$ cat src/sv/bba_pkg.sv
// Buddy block allocator: shared types and codes.
// Used by bba_ctrl, bba_dpath and buddy_block_allocator. No dependencies.
package bba_pkg;

    localparam int IN_TDATA_W  = 56;
    localparam int OUT_TDATA_W = 72;
    localparam int EW          = 6;

    localparam logic [2:0] RC_OK       = 3'd0;
    localparam logic [2:0] RC_ZERO     = 3'd1;
    localparam logic [2:0] RC_TOO_BIG  = 3'd2;
    localparam logic [2:0] RC_NO_FREE  = 3'd3;
    localparam logic [2:0] RC_BAD_FREE = 3'd4;

    typedef enum logic [4:0] {
        S_CLEAR, S_IDLE, S_DISPATCH, S_A_EXP, S_SCAN_RD, S_SCAN_EV, S_UP_RD, S_UP_EV,
        S_UP_TEST, S_PAIR_RD, S_PAIR_EV, S_MARK_RD, S_MARK_EV, S_F_TZ, S_F_CHK, S_F_RD,
        S_F_EV, S_DN_TEST, S_DN_EV, S_RT_RD, S_RT_EV, S_CLR_WR, S_CLR_RD, S_CLR_EV,
        S_EMIT
    } state_t;

    typedef enum logic [3:0] {
        OP_NONE, OP_LOAD, OP_E_INC, OP_E_MAX, OP_A_SETUP, OP_I_NEXT, OP_GO_UP,
        OP_MARK_START, OP_GO_DN, OP_F_SETUP, OP_F_SIZE, OP_ADD_RES, OP_SUB_RES,
        OP_EMIT, OP_CLR_STEP
    } dp_op_t;

    typedef enum logic [2:0] {
        SEL_CUR, SEL_PARENT, SEL_PAIR, SEL_LCHILD, SEL_RCHILD, SEL_SWEEP
    } addr_sel_t;

    typedef struct packed {
        dp_op_t     op;
        addr_sel_t  sel;
        logic       rd;
        logic       wr;
        logic       wval;
        logic [2:0] code;
    } dp_cmd_t;

    typedef struct packed {
        logic is_free;
        logic size_zero;
        logic rel_zero;
        logic exp_more;
        logic e_big;
        logic tz_more;
        logic f_bad;
        logic mark;
        logic i_last;
        logic nl_zero;
        logic nl_deep;
        logic clr_last;
        logic out_full;
    } dp_stat_t;

endpackage

$ cat src/sv/bba_ctrl.sv
// Buddy block allocator controller: sequences tree scans, marking and freeing.
// Depends on bba_pkg; drives bba_dpath through command/status structs.
module bba_ctrl (
    input  logic              aclk,
    input  logic              aresetn,
    input  logic              s_tvalid,
    output logic              s_tready,
    input  bba_pkg::dp_stat_t stat,
    output bba_pkg::dp_cmd_t  cmd
);
    import bba_pkg::*;

    state_t     state_reg, state_next;
    logic [2:0] code_reg, code_next;

    always_ff @(posedge aclk) begin
        if (!aresetn) begin
            state_reg <= S_CLEAR;
            code_reg  <= RC_OK;
        end else begin
            state_reg <= state_next;
            code_reg  <= code_next;
        end
    end

    always_comb begin
        state_next = state_reg;
        code_next  = code_reg;
        s_tready   = 1'b0;
        cmd.op     = OP_NONE;
        cmd.sel    = SEL_CUR;
        cmd.rd     = 1'b0;
        cmd.wr     = 1'b0;
        cmd.wval   = 1'b0;
        cmd.code   = code_reg;
        case (state_reg)
            S_CLEAR: begin
                cmd.sel = SEL_SWEEP;
                cmd.wr  = 1'b1;
                cmd.op  = OP_CLR_STEP;
                if (stat.clr_last) state_next = S_IDLE;
            end
            S_IDLE: begin
                s_tready = 1'b1;
                if (s_tvalid) begin
                    cmd.op     = OP_LOAD;
                    state_next = S_DISPATCH;
                end
            end
            S_DISPATCH: begin
                if (stat.is_free) begin
                    state_next = S_F_TZ;
                end else if (stat.size_zero) begin
                    code_next  = RC_ZERO;
                    state_next = S_EMIT;
                end else begin
                    state_next = S_A_EXP;
                end
            end
            S_A_EXP: begin
                if (stat.exp_more) begin
                    cmd.op = OP_E_INC;
                end else if (stat.e_big) begin
                    code_next  = RC_TOO_BIG;
                    state_next = S_EMIT;
                end else begin
                    cmd.op     = OP_A_SETUP;
                    state_next = S_SCAN_RD;
                end
            end
            S_SCAN_RD: begin
                cmd.rd     = 1'b1;
                state_next = S_SCAN_EV;
            end
            S_SCAN_EV: begin
                if (stat.mark) begin
                    if (stat.i_last) begin
                        code_next  = RC_NO_FREE;
                        state_next = S_EMIT;
                    end else begin
                        cmd.op     = OP_I_NEXT;
                        state_next = S_SCAN_RD;
                    end
                end else if (stat.nl_zero) begin
                    cmd.op     = OP_MARK_START;
                    state_next = S_MARK_RD;
                end else begin
                    state_next = S_UP_RD;
                end
            end
            S_UP_RD: begin
                cmd.sel    = SEL_PARENT;
                cmd.rd     = 1'b1;
                state_next = S_UP_EV;
            end
            S_UP_EV: begin
                if (stat.mark) begin
                    state_next = S_PAIR_RD;
                end else begin
                    cmd.op     = OP_GO_UP;
                    state_next = S_UP_TEST;
                end
            end
            S_UP_TEST: begin
                if (stat.nl_zero) begin
                    cmd.op     = OP_MARK_START;
                    state_next = S_MARK_RD;
                end else begin
                    state_next = S_UP_RD;
                end
            end
            S_PAIR_RD: begin
                cmd.sel    = SEL_PAIR;
                cmd.rd     = 1'b1;
                state_next = S_PAIR_EV;
            end
            S_PAIR_EV: begin
                if (stat.mark) begin
                    cmd.op     = OP_MARK_START;
                    state_next = S_MARK_RD;
                end else if (stat.i_last) begin
                    code_next  = RC_NO_FREE;
                    state_next = S_EMIT;
                end else begin
                    cmd.op     = OP_I_NEXT;
                    state_next = S_SCAN_RD;
                end
            end
            S_MARK_RD: begin
                cmd.rd     = 1'b1;
                state_next = S_MARK_EV;
            end
            S_MARK_EV: begin
                if (stat.mark) begin
                    cmd.op     = OP_ADD_RES;
                    code_next  = RC_OK;
                    state_next = S_EMIT;
                end else begin
                    cmd.wr   = 1'b1;
                    cmd.wval = 1'b1;
                    if (stat.nl_zero) begin
                        cmd.op     = OP_ADD_RES;
                        code_next  = RC_OK;
                        state_next = S_EMIT;
                    end else begin
                        cmd.op     = OP_GO_UP;
                        state_next = S_MARK_RD;
                    end
                end
            end
            S_F_TZ: begin
                if (stat.rel_zero) begin
                    cmd.op     = OP_E_MAX;
                    state_next = S_F_CHK;
                end else if (stat.tz_more) begin
                    cmd.op = OP_E_INC;
                end else begin
                    state_next = S_F_CHK;
                end
            end
            S_F_CHK: begin
                if (stat.f_bad) begin
                    code_next  = RC_BAD_FREE;
                    state_next = S_EMIT;
                end else begin
                    cmd.op     = OP_F_SETUP;
                    state_next = S_F_RD;
                end
            end
            S_F_RD: begin
                cmd.rd     = 1'b1;
                state_next = S_F_EV;
            end
            S_F_EV: begin
                if (stat.mark) begin
                    state_next = S_DN_TEST;
                end else begin
                    code_next  = RC_BAD_FREE;
                    state_next = S_EMIT;
                end
            end
            S_DN_TEST: begin
                if (stat.nl_deep) begin
                    cmd.op     = OP_F_SIZE;
                    state_next = S_CLR_WR;
                end else begin
                    cmd.sel    = SEL_LCHILD;
                    cmd.rd     = 1'b1;
                    state_next = S_DN_EV;
                end
            end
            S_DN_EV: begin
                if (stat.mark) begin
                    cmd.op     = OP_GO_DN;
                    state_next = S_DN_TEST;
                end else begin
                    state_next = S_RT_RD;
                end
            end
            S_RT_RD: begin
                cmd.sel    = SEL_RCHILD;
                cmd.rd     = 1'b1;
                state_next = S_RT_EV;
            end
            S_RT_EV: begin
                if (stat.mark) begin
                    code_next  = RC_BAD_FREE;
                    state_next = S_EMIT;
                end else begin
                    cmd.op     = OP_F_SIZE;
                    state_next = S_CLR_WR;
                end
            end
            S_CLR_WR: begin
                cmd.wr = 1'b1;
                if (stat.nl_zero) begin
                    cmd.op     = OP_SUB_RES;
                    code_next  = RC_OK;
                    state_next = S_EMIT;
                end else begin
                    state_next = S_CLR_RD;
                end
            end
            S_CLR_RD: begin
                cmd.sel    = SEL_PAIR;
                cmd.rd     = 1'b1;
                state_next = S_CLR_EV;
            end
            S_CLR_EV: begin
                if (stat.mark) begin
                    cmd.op     = OP_SUB_RES;
                    code_next  = RC_OK;
                    state_next = S_EMIT;
                end else begin
                    cmd.op     = OP_GO_UP;
                    state_next = S_CLR_WR;
                end
            end
            S_EMIT: begin
                if (!stat.out_full) begin
                    cmd.op     = OP_EMIT;
                    state_next = S_IDLE;
                end
            end
            default: state_next = S_IDLE;
        endcase
    end

endmodule

$ cat src/sv/bba_dpath.sv
// Buddy block allocator datapath: node mark memory, tree cursor, counters,
// reserved total and result register. Depends on bba_pkg; driven by bba_ctrl.
module bba_dpath #(
    parameter int MIN_EXP = 12,
    parameter int MAX_EXP = 20
) (
    input  logic                                aclk,
    input  logic                                aresetn,
    input  logic [bba_pkg::IN_TDATA_W-1:0]      s_tdata,
    output logic                                m_tvalid,
    input  logic                                m_tready,
    output logic [bba_pkg::OUT_TDATA_W-1:0]     m_tdata,
    input  bba_pkg::dp_cmd_t                    cmd,
    output bba_pkg::dp_stat_t                   stat
);
    import bba_pkg::*;

    localparam int D     = MAX_EXP - MIN_EXP;
    localparam int AW    = D + 1;
    localparam int DEPTH = 1 << AW;
    localparam int LW    = (D < 1) ? 1 : $clog2(D + 1);
    localparam int NW    = (D < 1) ? 1 : D;
    localparam int IW    = D + 1;

    logic          mark_mem [DEPTH];
    logic          rdata_reg;
    logic          mode_reg;
    logic [31:0]   size_reg;
    logic [19:0]   rel_reg;
    logic [EW-1:0] e_reg;
    logic [LW-1:0] lvl_reg;
    logic [IW-1:0] i_reg;
    logic [LW-1:0] nl_reg;
    logic [NW-1:0] ni_reg;
    logic [AW-1:0] clr_reg;
    logic [20:0]   res_reg;
    logic          m_tvalid_reg;
    logic [71:0]   out_reg;

    logic [LW-1:0] a_lvl;
    logic [NW-1:0] a_idx;
    logic [AW-1:0] addr;
    logic [EW-1:0] e_eff;
    logic [20:0]   bsz21;
    logic [63:0]   alloc_off;
    logic [63:0]   rel_sh;
    logic [IW-1:0] i_max;
    logic [19:0]   ok_off;

    always_comb begin
        a_lvl = nl_reg;
        a_idx = ni_reg;
        case (cmd.sel)
            SEL_PARENT: begin
                a_lvl = nl_reg - LW'(1);
                a_idx = ni_reg >> 1;
            end
            SEL_PAIR:   a_idx = ni_reg ^ NW'(1);
            SEL_LCHILD: begin
                a_lvl = nl_reg + LW'(1);
                a_idx = ni_reg << 1;
            end
            SEL_RCHILD: begin
                a_lvl = nl_reg + LW'(1);
                a_idx = (ni_reg << 1) | NW'(1);
            end
            default: ;
        endcase
        if (cmd.sel == SEL_SWEEP) addr = clr_reg;
        else addr = (AW'(1) << a_lvl) - AW'(1) + AW'(a_idx);
    end

    always_ff @(posedge aclk) begin
        if (cmd.wr) mark_mem[addr] <= cmd.wval;
        if (cmd.rd) rdata_reg <= mark_mem[addr];
    end

    assign e_eff     = (e_reg < EW'(MIN_EXP)) ? EW'(MIN_EXP) : e_reg;
    assign bsz21     = (e_reg < EW'(21)) ? (21'd1 << e_reg) : 21'd0;
    assign alloc_off = 64'(i_reg) << e_reg;
    assign rel_sh    = 64'(rel_reg) >> e_reg;
    assign i_max     = (IW'(1) << lvl_reg) - IW'(1);
    assign ok_off    = mode_reg ? rel_reg : alloc_off[19:0];

    always_ff @(posedge aclk) begin
        case (cmd.op)
            OP_LOAD: begin
                mode_reg <= s_tdata[0];
                size_reg <= s_tdata[32:1];
                rel_reg  <= s_tdata[52:33];
                e_reg    <= '0;
            end
            OP_E_INC: e_reg <= e_reg + EW'(1);
            OP_E_MAX: e_reg <= EW'(MAX_EXP);
            OP_A_SETUP: begin
                e_reg   <= e_eff;
                lvl_reg <= LW'(MAX_EXP - int'(e_eff));
                nl_reg  <= LW'(MAX_EXP - int'(e_eff));
                i_reg   <= '0;
                ni_reg  <= '0;
            end
            OP_I_NEXT: begin
                i_reg  <= i_reg + IW'(1);
                ni_reg <= NW'(i_reg + IW'(1));
                nl_reg <= lvl_reg;
            end
            OP_GO_UP: begin
                nl_reg <= nl_reg - LW'(1);
                ni_reg <= ni_reg >> 1;
            end
            OP_MARK_START: begin
                nl_reg <= lvl_reg;
                ni_reg <= NW'(i_reg);
            end
            OP_GO_DN: begin
                nl_reg <= nl_reg + LW'(1);
                ni_reg <= ni_reg << 1;
            end
            OP_F_SETUP: begin
                lvl_reg <= LW'(MAX_EXP - int'(e_reg));
                nl_reg  <= LW'(MAX_EXP - int'(e_reg));
                ni_reg  <= NW'(rel_sh);
            end
            OP_F_SIZE: e_reg <= EW'(MAX_EXP - int'(nl_reg));
            OP_EMIT: begin
                out_reg[2:0]   <= cmd.code;
                out_reg[22:3]  <= (cmd.code == RC_OK) ? ok_off : 20'd0;
                out_reg[43:23] <= (cmd.code == RC_OK) ? bsz21 : 21'd0;
                out_reg[64:44] <= res_reg;
                out_reg[71:65] <= '0;
            end
            default: ;
        endcase
    end

    always_ff @(posedge aclk) begin
        if (!aresetn) begin
            clr_reg      <= '0;
            res_reg      <= '0;
            m_tvalid_reg <= 1'b0;
        end else begin
            if (cmd.op == OP_CLR_STEP) clr_reg <= clr_reg + AW'(1);
            if (cmd.op == OP_ADD_RES) res_reg <= res_reg + bsz21;
            if (cmd.op == OP_SUB_RES) begin
                if (e_reg >= EW'(21) || res_reg < bsz21) res_reg <= '0;
                else res_reg <= res_reg - bsz21;
            end
            if (cmd.op == OP_EMIT) m_tvalid_reg <= 1'b1;
            else if (m_tready) m_tvalid_reg <= 1'b0;
        end
    end

    assign m_tvalid = m_tvalid_reg;
    assign m_tdata  = out_reg;

    assign stat.is_free   = mode_reg;
    assign stat.size_zero = (size_reg == 32'd0);
    assign stat.rel_zero  = (rel_reg == 20'd0);
    assign stat.exp_more  = (e_reg < EW'(32)) && ((33'd1 << e_reg) < {1'b0, size_reg});
    assign stat.e_big     = (e_reg > EW'(MAX_EXP));
    assign stat.tz_more   = (e_reg < EW'(20)) && !rel_sh[0];
    assign stat.f_bad     = (e_reg < EW'(MIN_EXP)) || (e_reg > EW'(MAX_EXP))
                            || ((64'(rel_reg) >> MAX_EXP) != 64'd0);
    assign stat.mark      = rdata_reg;
    assign stat.i_last    = (i_reg == i_max);
    assign stat.nl_zero   = (nl_reg == '0);
    assign stat.nl_deep   = (nl_reg == LW'(D));
    assign stat.clr_last  = &clr_reg;
    assign stat.out_full  = m_tvalid_reg && !m_tready;

endmodule

$ cat src/sv/buddy_block_allocator.sv
// Buddy block allocator over a pool of 2^MAX_EXP bytes.
// Instantiates bba_ctrl and bba_dpath; depends on bba_pkg.
//
// One request word in on s_*, one result word out on m_* per request.
// Requests allocate (rounded up to a power of two, at least 2^MIN_EXP)
// or free a block by offset. The result carries a status code, the block
// offset and size, and the running total of reserved bytes.
// One request at a time; each mark read has a read state and an evaluate state.
// Allocate: accept and decode, round the size up, then scan the nodes on the target
// level in order; for a free node walk up through its free ancestors and, at a
// marked ancestor, read the buddy of the last free node; marking then walks up
// one level at a time to a marked node or the root, and the result is loaded.
// Free: find the offset's alignment, check it, read the node, descend through
// marked left children, read the right child, then clear upward to a marked buddy.
// After reset the mark memory is swept clear, one node per cycle, across all
// 2^(MAX_EXP-MIN_EXP+1) nodes with s_tready low.
// The result sits in an output register; the next request is accepted while
// it waits, and the following result holds off until m_tready takes it.
module buddy_block_allocator #(
    parameter int MIN_EXP = 12,
    parameter int MAX_EXP = 20
) (
    input  logic                                aclk,
    input  logic                                aresetn,
    input  logic                                s_tvalid,
    output logic                                s_tready,
    // mode[0], request_size[32:1], free_offset[52:33]
    input  logic [bba_pkg::IN_TDATA_W-1:0]      s_tdata,
    output logic                                m_tvalid,
    input  logic                                m_tready,
    // status[2:0], block_offset[22:3], block_size[43:23], reserved_total[64:44]
    output logic [bba_pkg::OUT_TDATA_W-1:0]     m_tdata
);
    import bba_pkg::*;

    dp_cmd_t  cmd;
    dp_stat_t stat;

    bba_ctrl u_ctrl (
        .aclk     (aclk),
        .aresetn  (aresetn),
        .s_tvalid (s_tvalid),
        .s_tready (s_tready),
        .stat     (stat),
        .cmd      (cmd)
    );

    bba_dpath #(
        .MIN_EXP (MIN_EXP),
        .MAX_EXP (MAX_EXP)
    ) u_dpath (
        .aclk     (aclk),
        .aresetn  (aresetn),
        .s_tdata  (s_tdata),
        .m_tvalid (m_tvalid),
        .m_tready (m_tready),
        .m_tdata  (m_tdata),
        .cmd      (cmd),
        .stat     (stat)
    );

endmodule

$ cat config.mk
export PLATFORM = sky130hd
export DESIGN_NAME = buddy_block_allocator
export DESIGN_NICKNAME = d
export VERILOG_FILES = /design/src/sv/bba_pkg.sv /design/src/sv/bba_ctrl.sv /design/src/sv/bba_dpath.sv /design/src/sv/buddy_block_allocator.sv
export SDC_FILE = /design/constraint.sdc
export NUM_CORES = 1
export LEC_CHECK = 0
export BUFFER_PORTS_ARGS = -buffer_cell sky130_fd_sc_hd__buf_2
export CAP_MARGIN = 20
export CORE_MARGIN = 2
export CORE_UTILIZATION = 26
export DETAILED_ROUTE_END_ITERATION = 16
export PLACE_DENSITY = 0.4
export SLEW_MARGIN = 20
export SYNTH_ARGS = -nofsm -noshare
export SYNTH_HDL_FRONTEND = slang
export SYNTH_SLANG_ARGS = --single-unit
$ cat constraint.sdc
create_clock -name aclk -period 8.8 [get_ports aclk]
set_input_delay 0.88 -clock aclk [delete_from_list [all_inputs] [get_ports aclk]]
set_output_delay 0.88 -clock aclk [all_outputs]
set_load 0.02 [all_outputs]
* Word level (Yosys, flattened, before mapping)
Memory sizes are Yosys's and may differ from the RTL's. A register that Yosys moved wholly into a read port is not among the register bits.
Cells that the tools add are included.
** Word-level totals
- Flip-flop bits (word level) :: 188
- RAM bits :: 512
- Input bits :: 60
- Word-level logic and storage cells :: 214
- Memories kept :: 1
** Operators by class
- Add/subtract/negate cells :: 13
- $lt $le $gt $ge :: 8
- Equal/unequal tests :: 59
- Shift operators :: 6
- Muxes and demuxes :: 82
- Bitwise logic cells :: 1
- Reduce and logical (&&, ||, !) cells :: 29
** Memories
- u_dpath.mark_mem :: depth 512, width 1, read ports 1, clocked after memory_dff 1, wr ports 1, line bba_dpath.sv:25 : logic mark_mem [DEPTH];
** Operators by type and width (count)
- 5-bit one-hot mux with 24 select lines :: 1
- 21-bit 2-to-1 mux :: 4
- 5-bit 2-to-1 mux :: 15
- 4-bit 2-to-1 mux :: 17
- 4-bit one-hot mux with 16 select lines :: 1
- 3-bit 2-to-1 mux :: 19
- 8-bit one-hot mux with 6 select lines :: 1
- 5-bit equality test, second input constant :: 9
- 5-bit by 4-bit equality test with 1-bit output, second input constant :: 8
- 33-bit by 32-bit less-than comparator with 1-bit output :: 1
- 1-bit by 6-bit left shift with 33-bit output, first input constant :: 1
- 4-bit equality test, second input constant :: 8
- 32-bit logical NOT :: 1
- 8-bit one-hot mux with 4 select lines :: 1
- 3-bit one-hot mux with 10 select lines :: 1
- 6-bit one-hot mux with 5 select lines :: 1
- 21-bit adder :: 1
- 21-bit less-than comparator :: 1
- 1-bit by 6-bit left shift with 21-bit output, first input constant :: 1
- 21-bit subtractor :: 1
- 5-bit by 3-bit equality test with 1-bit output, second input constant :: 4
- 20-bit logical NOT :: 1
- 20-bit 2-to-1 mux :: 1
- 2-bit != test, second input constant :: 10
- 53 further kinds :: 89

* Logic depth before layout (Yosys ltp)
- Word-level depth :: 10
- Depth in mapped cells :: 25

* Hierarchy
A second synthesis with hierarchy kept.
** Unflattened totals
- Cells, all modules :: 3718
- Area, all modules :: 37447.2 sq um
** By module, submodules not included
- bba_dpath :: instances 1, cells each 3468, area an instance 35734.3 sq um, seq. area each 20499.7 sq um
- bba_ctrl :: instances 1, cells each 250, area an instance 1712.9 sq um, seq. area each 160.2 sq um

* Least setup slack after synthesis
No wires, ideal clock.
- Kind :: reg2reg
- Start point :: register u_ctrl.state_reg[2]
- End point :: register u_dpath.res_reg[15]
- Setup time :: 0.087 ns
- Arrival :: 8.764 ns
- Data required time :: 8.713 ns
- Path slack :: -0.051 ns
- Stages on the path, launching flop included :: 14
- Cells stage by stage :: dfxtp_1 buf_2 buf_1 nand2_1 nor2_1 nand2_1 inv_1 a21oi_1 a31oi_1 and2_1 clkbuf_1 nand3_1 and3_1 o31ai_1
** On the way
- Word-level cells in the longest chain between the ends :: 4
- Elaborated cells on any way between the ends :: 21
- Classes of those cells :: eq/ne (17); mux (2); reduce/logical (2)
** Ends and longest elaborated chain
- from (decl) :: line bba_ctrl.sv:13 : state_t state_reg, state_next;
- from (signal assigned) :: line bba_ctrl.sv:21 : state_reg <= state_next;
- 5-bit equality test, or another cell as far along :: line bba_ctrl.sv:36 : case (state_reg)
- 4-bit one-hot mux with 16 select lines (*) :: line bba_ctrl.sv:36
- 4-bit equality test, on equally long branches :: line bba_dpath.sv:144, bba_dpath.sv:143
- 21-bit 2-to-1 mux / 2-bit nonzero test (equally long branches)
- to (signal assigned) :: line bba_dpath.sv:143 : if (cmd.op == OP_ADD_RES) res_reg <= res_reg + bsz21;
- to (signal assigned) :: line bba_dpath.sv:146 : else res_reg <= res_reg - bsz21;
- to (decl) :: line bba_dpath.sv:36 : logic [20:0] res_reg;
Mark *: on every way between the ends. The rest lies on a longest branch, timed or not.
A chain may end at the register's enable or synchronous reset.

* Final worst setup path
- Start point :: register u_ctrl.state_reg[1]
- End point :: register u_dpath.rdata_reg (read register of u_dpath.mark_mem) (data pin)
** On the way
- Word-level cells in the longest chain between the ends :: 10
- Elaborated cells on any way between the ends :: 25
- Classes of those cells :: add/sub (2); eq/ne (13); shift (1); mux (5); reduce/logical (4)
** Ends and longest elaborated chain
- 5-bit by 4-bit equality test with 1-bit output / 5-bit equality test (equally long branches) :: line bba_ctrl.sv:36
- 2-bit OR reduction (no source line)
- 3-bit one-hot mux with 5 select lines :: line bba_ctrl.sv:36
- 3-bit by 2-bit equality test with 1-bit output / 3-bit equality test (equally long branches) :: line bba_dpath.sv:53 : case (cmd.sel)
- 2-bit OR reduction (no source line)
- 4-bit one-hot mux with 2 select lines :: line bba_dpath.sv:53
- 1-bit by 4-bit left shift with 9-bit output :: line bba_dpath.sv:70 : else addr = (AW'(1) << a_lvl) - AW'(1) + AW'(a_idx);
- 9-bit by 1-bit subtractor with 9-bit output :: line bba_dpath.sv:70
- 9-bit by 8-bit adder with 9-bit output :: line bba_dpath.sv:70
- 9-bit 2-to-1 mux :: line bba_dpath.sv:69 : if (cmd.sel == SEL_SWEEP) addr = clr_reg;
- to (decl) :: line bba_dpath.sv:26 : logic rdata_reg;
Several ways; a longest one is shown, not always the timed one.

==> results.sh <==
export IMPL_antenna_found_initial=0
export IMPL_numPortBuffers=123
export IMPL_post_cts_resized=0
export IMPL_ys_warn_count=0
export IMPL_path_clk_slew_ns=0.06
export IMPL_routabilityCongestion=0.8333
export IMPL_cts_tree="built"
export IMPL_dp_hpwl_um=76780
export IMPL_initial_core_util=0.2616
export IMPL_ys_seq_elements=701
export IMPL_cap_violations=0
export IMPL_htreeDepth=3
export IMPL_ys_async_sr_fraction=0
export IMPL_drive_gt1_frac=0.1146
export IMPL_track_usage=0.1657
export IMPL_largest_register_ffs=512
export IMPL_post_cts_buffers=0
export IMPL_ctsHoldBuffers=0
export IMPL_cts_buffers=86
export IMPL_hold_violations=0
export IMPL_syn_inst=3568
export IMPL_drt_pass1_iter_count=5
export IMPL_finalSetupTns_ns=0
export IMPL_row_count=138
export IMPL_critPathArrivalTime_ns=7.57
export IMPL_finalSetupViolCount=0
export IMPL_ant_nets=0
export IMPL_wl_met2_um=56210
export IMPL_drtIter0Drc=2466
export IMPL_die_h_um=381.0
export IMPL_endpoint_kind="register"
export IMPL_drt_wl_total_um=123400
export IMPL_grt_max_degree=120
export IMPL_yosysSeqAreaShare=0.5590
export IMPL_critPathKind="reg2reg"
export IMPL_wl_met1_um=58410
export IMPL_worst_ep_required_time_ns=9.17
export IMPL_tightest_slew_ns=1.025
export IMPL_die_w_um=381.0
export IMPL_nNetsFinal=3776
export IMPL_max_freq_mhz=138.7
export IMPL_finClkSkew_ns=0.03863
export IMPL_antenna_cells=0
export IMPL_via_count=27930
export IMPL_synth_cell_types=94
export IMPL_clk_path_buf_depth=3
export IMPL_grt_pass1_wl_um=182100
export IMPL_netlist_area_sq_um=36960
export IMPL_wl_per_cell_um=22.18
export IMPL_avgSynthCellArea_sq_um=10.36
export IMPL_place_ws_ns=1.703
export IMPL_dr_max_layer_used="met4"
export IMPL_clock_sinks=701
export IMPL_grt_overflow_total=0
export IMPL_drc_errors=0
export IMPL_dpl_cell_area_sq_um=39710
export IMPL_crit_fanout=16
export IMPL_ys_flop_type="edfxtp_1"
export IMPL_cp_start_kind="register"
export IMPL_coreArea_sq_um=141200
export IMPL_status="completed"
export IMPL_stdcell_area_sq_um=42390
export IMPL_synth_edff_count=662
export IMPL_final_max_slew_viol_count=0
export IMPL_cts_root_buf="clkbuf_16"
export IMPL_clock_latency_ns=0.70
export IMPL_rsz0062_at_grt="false"
export IMPL_timing_final_crit_share=0.8190
export IMPL_area_growth_pct=14.70
export IMPL_ioPinCount=134
export IMPL_period_minus_slack_ns=7.207
export IMPL_layout_setup_ws_ns=1.593
export IMPL_wl_met3_um=5746
export IMPL_grt_pass1_vias=27010
export IMPL_dieArea_sq_um=145200
export IMPL_routed_via_density=5.020
export IMPL_slew_headroom=0.3169
export IMPL_worstHoldPathType="in2reg"
## final cells by class
type,count,area [sq um]
Multi-Input combinational cell,2467,14820
Clock inverter,42,415.4
Inverter,135,510.5
Timing Repair Buffer,219,1353
Fill cell,14920,98850
Clock buffer,110,2263
Tap cell,1890,2365
Sequential cell,701,20660
## cell usage in the layout, fill, tap and decap left out, types with 65 or more instances in the layout
cell | Yosys | final
edfxtp_1 | 662 | 662
inv_1 | 130 | 128
buf_2 | 38 | 123
buf_4 | 11 | 94
nand2_1 | 384 | 371
o21ai_0 | 105 | 102
a21oi_1 | 181 | 180
ha_1 | 103 | 103
clkbuf_16 | 0 | 87
nand3_1 | 66 | 65
nor2_1 | 686 | 685
a211oi_1 | 73 | 70
mux2i_1 | 118 | 118
## Yosys cell counts (12+ instances only)
library cell | n | share of area
o221ai_1 | 12 | 0.0028
a311oi_1 | 12 | 0.0028
dfxtp_1 | 39 | 0.021
xnor2_1 | 18 | 0.0043
mux2i_1 | 118 | 0.032
xor2_1 | 15 | 0.0036
or3_1 | 14 | 0.0024
nor4_1 | 31 | 0.0052
and2_1 | 26 | 0.0044
nand2_1 | 384 | 0.039
o211ai_1 | 17 | 0.0035
a31oi_1 | 42 | 0.0071
nand4_1 | 21 | 0.0036
a21boi_0 | 16 | 0.0033
nand2b_1 | 21 | 0.0036
inv_1 | 130 | 0.013
a22o_1 | 17 | 0.0040
nand3_1 | 66 | 0.0089
ha_1 | 103 | 0.035
nor3_1 | 49 | 0.0066
a2111oi_0 | 13 | 0.0031
nor2_1 | 686 | 0.070
nor2b_1 | 17 | 0.0029
o31ai_1 | 16 | 0.0033
mux4_2 | 23 | 0.014
buf_2 | 38 | 0.0051
buf_1 | 34 | 0.0035
a211oi_1 | 73 | 0.015
a21oi_1 | 181 | 0.025
o22ai_1 | 49 | 0.0083
and3_1 | 61 | 0.010
edfxtp_1 | 662 | 0.54
a22oi_1 | 60 | 0.012
o21ai_0 | 105 | 0.014
clkbuf_1 | 186 | 0.019
## critical path, cell delays in order, from the launching register on
cell and delay, ns:
dfxtp_1 0.76, or4b_2 0.63, o22ai_1 0.16, xnor2_1 0.20, a21boi_0 0.40, nand2_1 0.10, ha_1 0.30, inv_1 0.06
ha_1 0.18, inv_1 0.06, fa_1 0.39, nand2b_1 0.18, a21oi_1 0.16, xnor2_1 0.24, o211ai_1 0.73, buf_4 0.30
nor2_1 0.13, a22oi_1 0.26, nand2_1 0.09, or4_1 0.62, a22o_1 0.26, or4_1 0.62
## stage by stage
step | hold slack [ns] | util | instances
finish | 0.3683 | 0.3001 | 5564
global route | 0.3232 | 0.3001 | 5564
CTS | 0.3087 | 0.3001 | 5564
detailed placement | 0.4410 | 0.2811 | 5412
global placement | 0.4406 | 0.2811 | 5412
floorplan | 0.4155 | - | 3574
## logic make-up (layout without fill, tap and decap cells)
group	Yosys count	in the layout	synth area share
AO/OA/AOI/OAI	742	742	0.1345
XOR/XNOR	34	34	0.008430
adder cells (fa/ha/maj)	106	106	0.03650
buffers and inverters	406	506	0.04405
flip-flops	701	701	0.5590
multiplexers	150	150	0.04872
other	1	7	0.0001015
AND/OR/NAND/NOR	1428	1428	0.1686
## metal layers
metal | up-vias | global-route usage
li1 | 13100 | -
met1 | 13980 | 0.2346
met2 | 702 | 0.2614
met3 | 151 | 0.02684
met4 | 0 | 0.04450
met5 | - | 0
## worst paths after layout
path,start,to,slack [ns],cells after the start
min reg2reg,u_ctrl.code_reg[2]$_SDFFE_PN0P_,u_dpath.m_tdata[2]$_DFFE_PP_,0.43,0
min,s_tdata[49],u_dpath.rel_reg[16]$_DFFE_PP_,0.37,1
max,u_ctrl.state_reg[1]$_SDFFE_PN0P_,u_dpath.rdata_reg$_DFFE_PP_,1.59,21
max reg2reg,u_ctrl.state_reg[1]$_SDFFE_PN0P_,u_dpath.rdata_reg$_DFFE_PP_,1.59,21
Power is left out: the tool's default activity adds up to more than one toggle a clock period on the data nets, which glitch-free logic cannot reach.
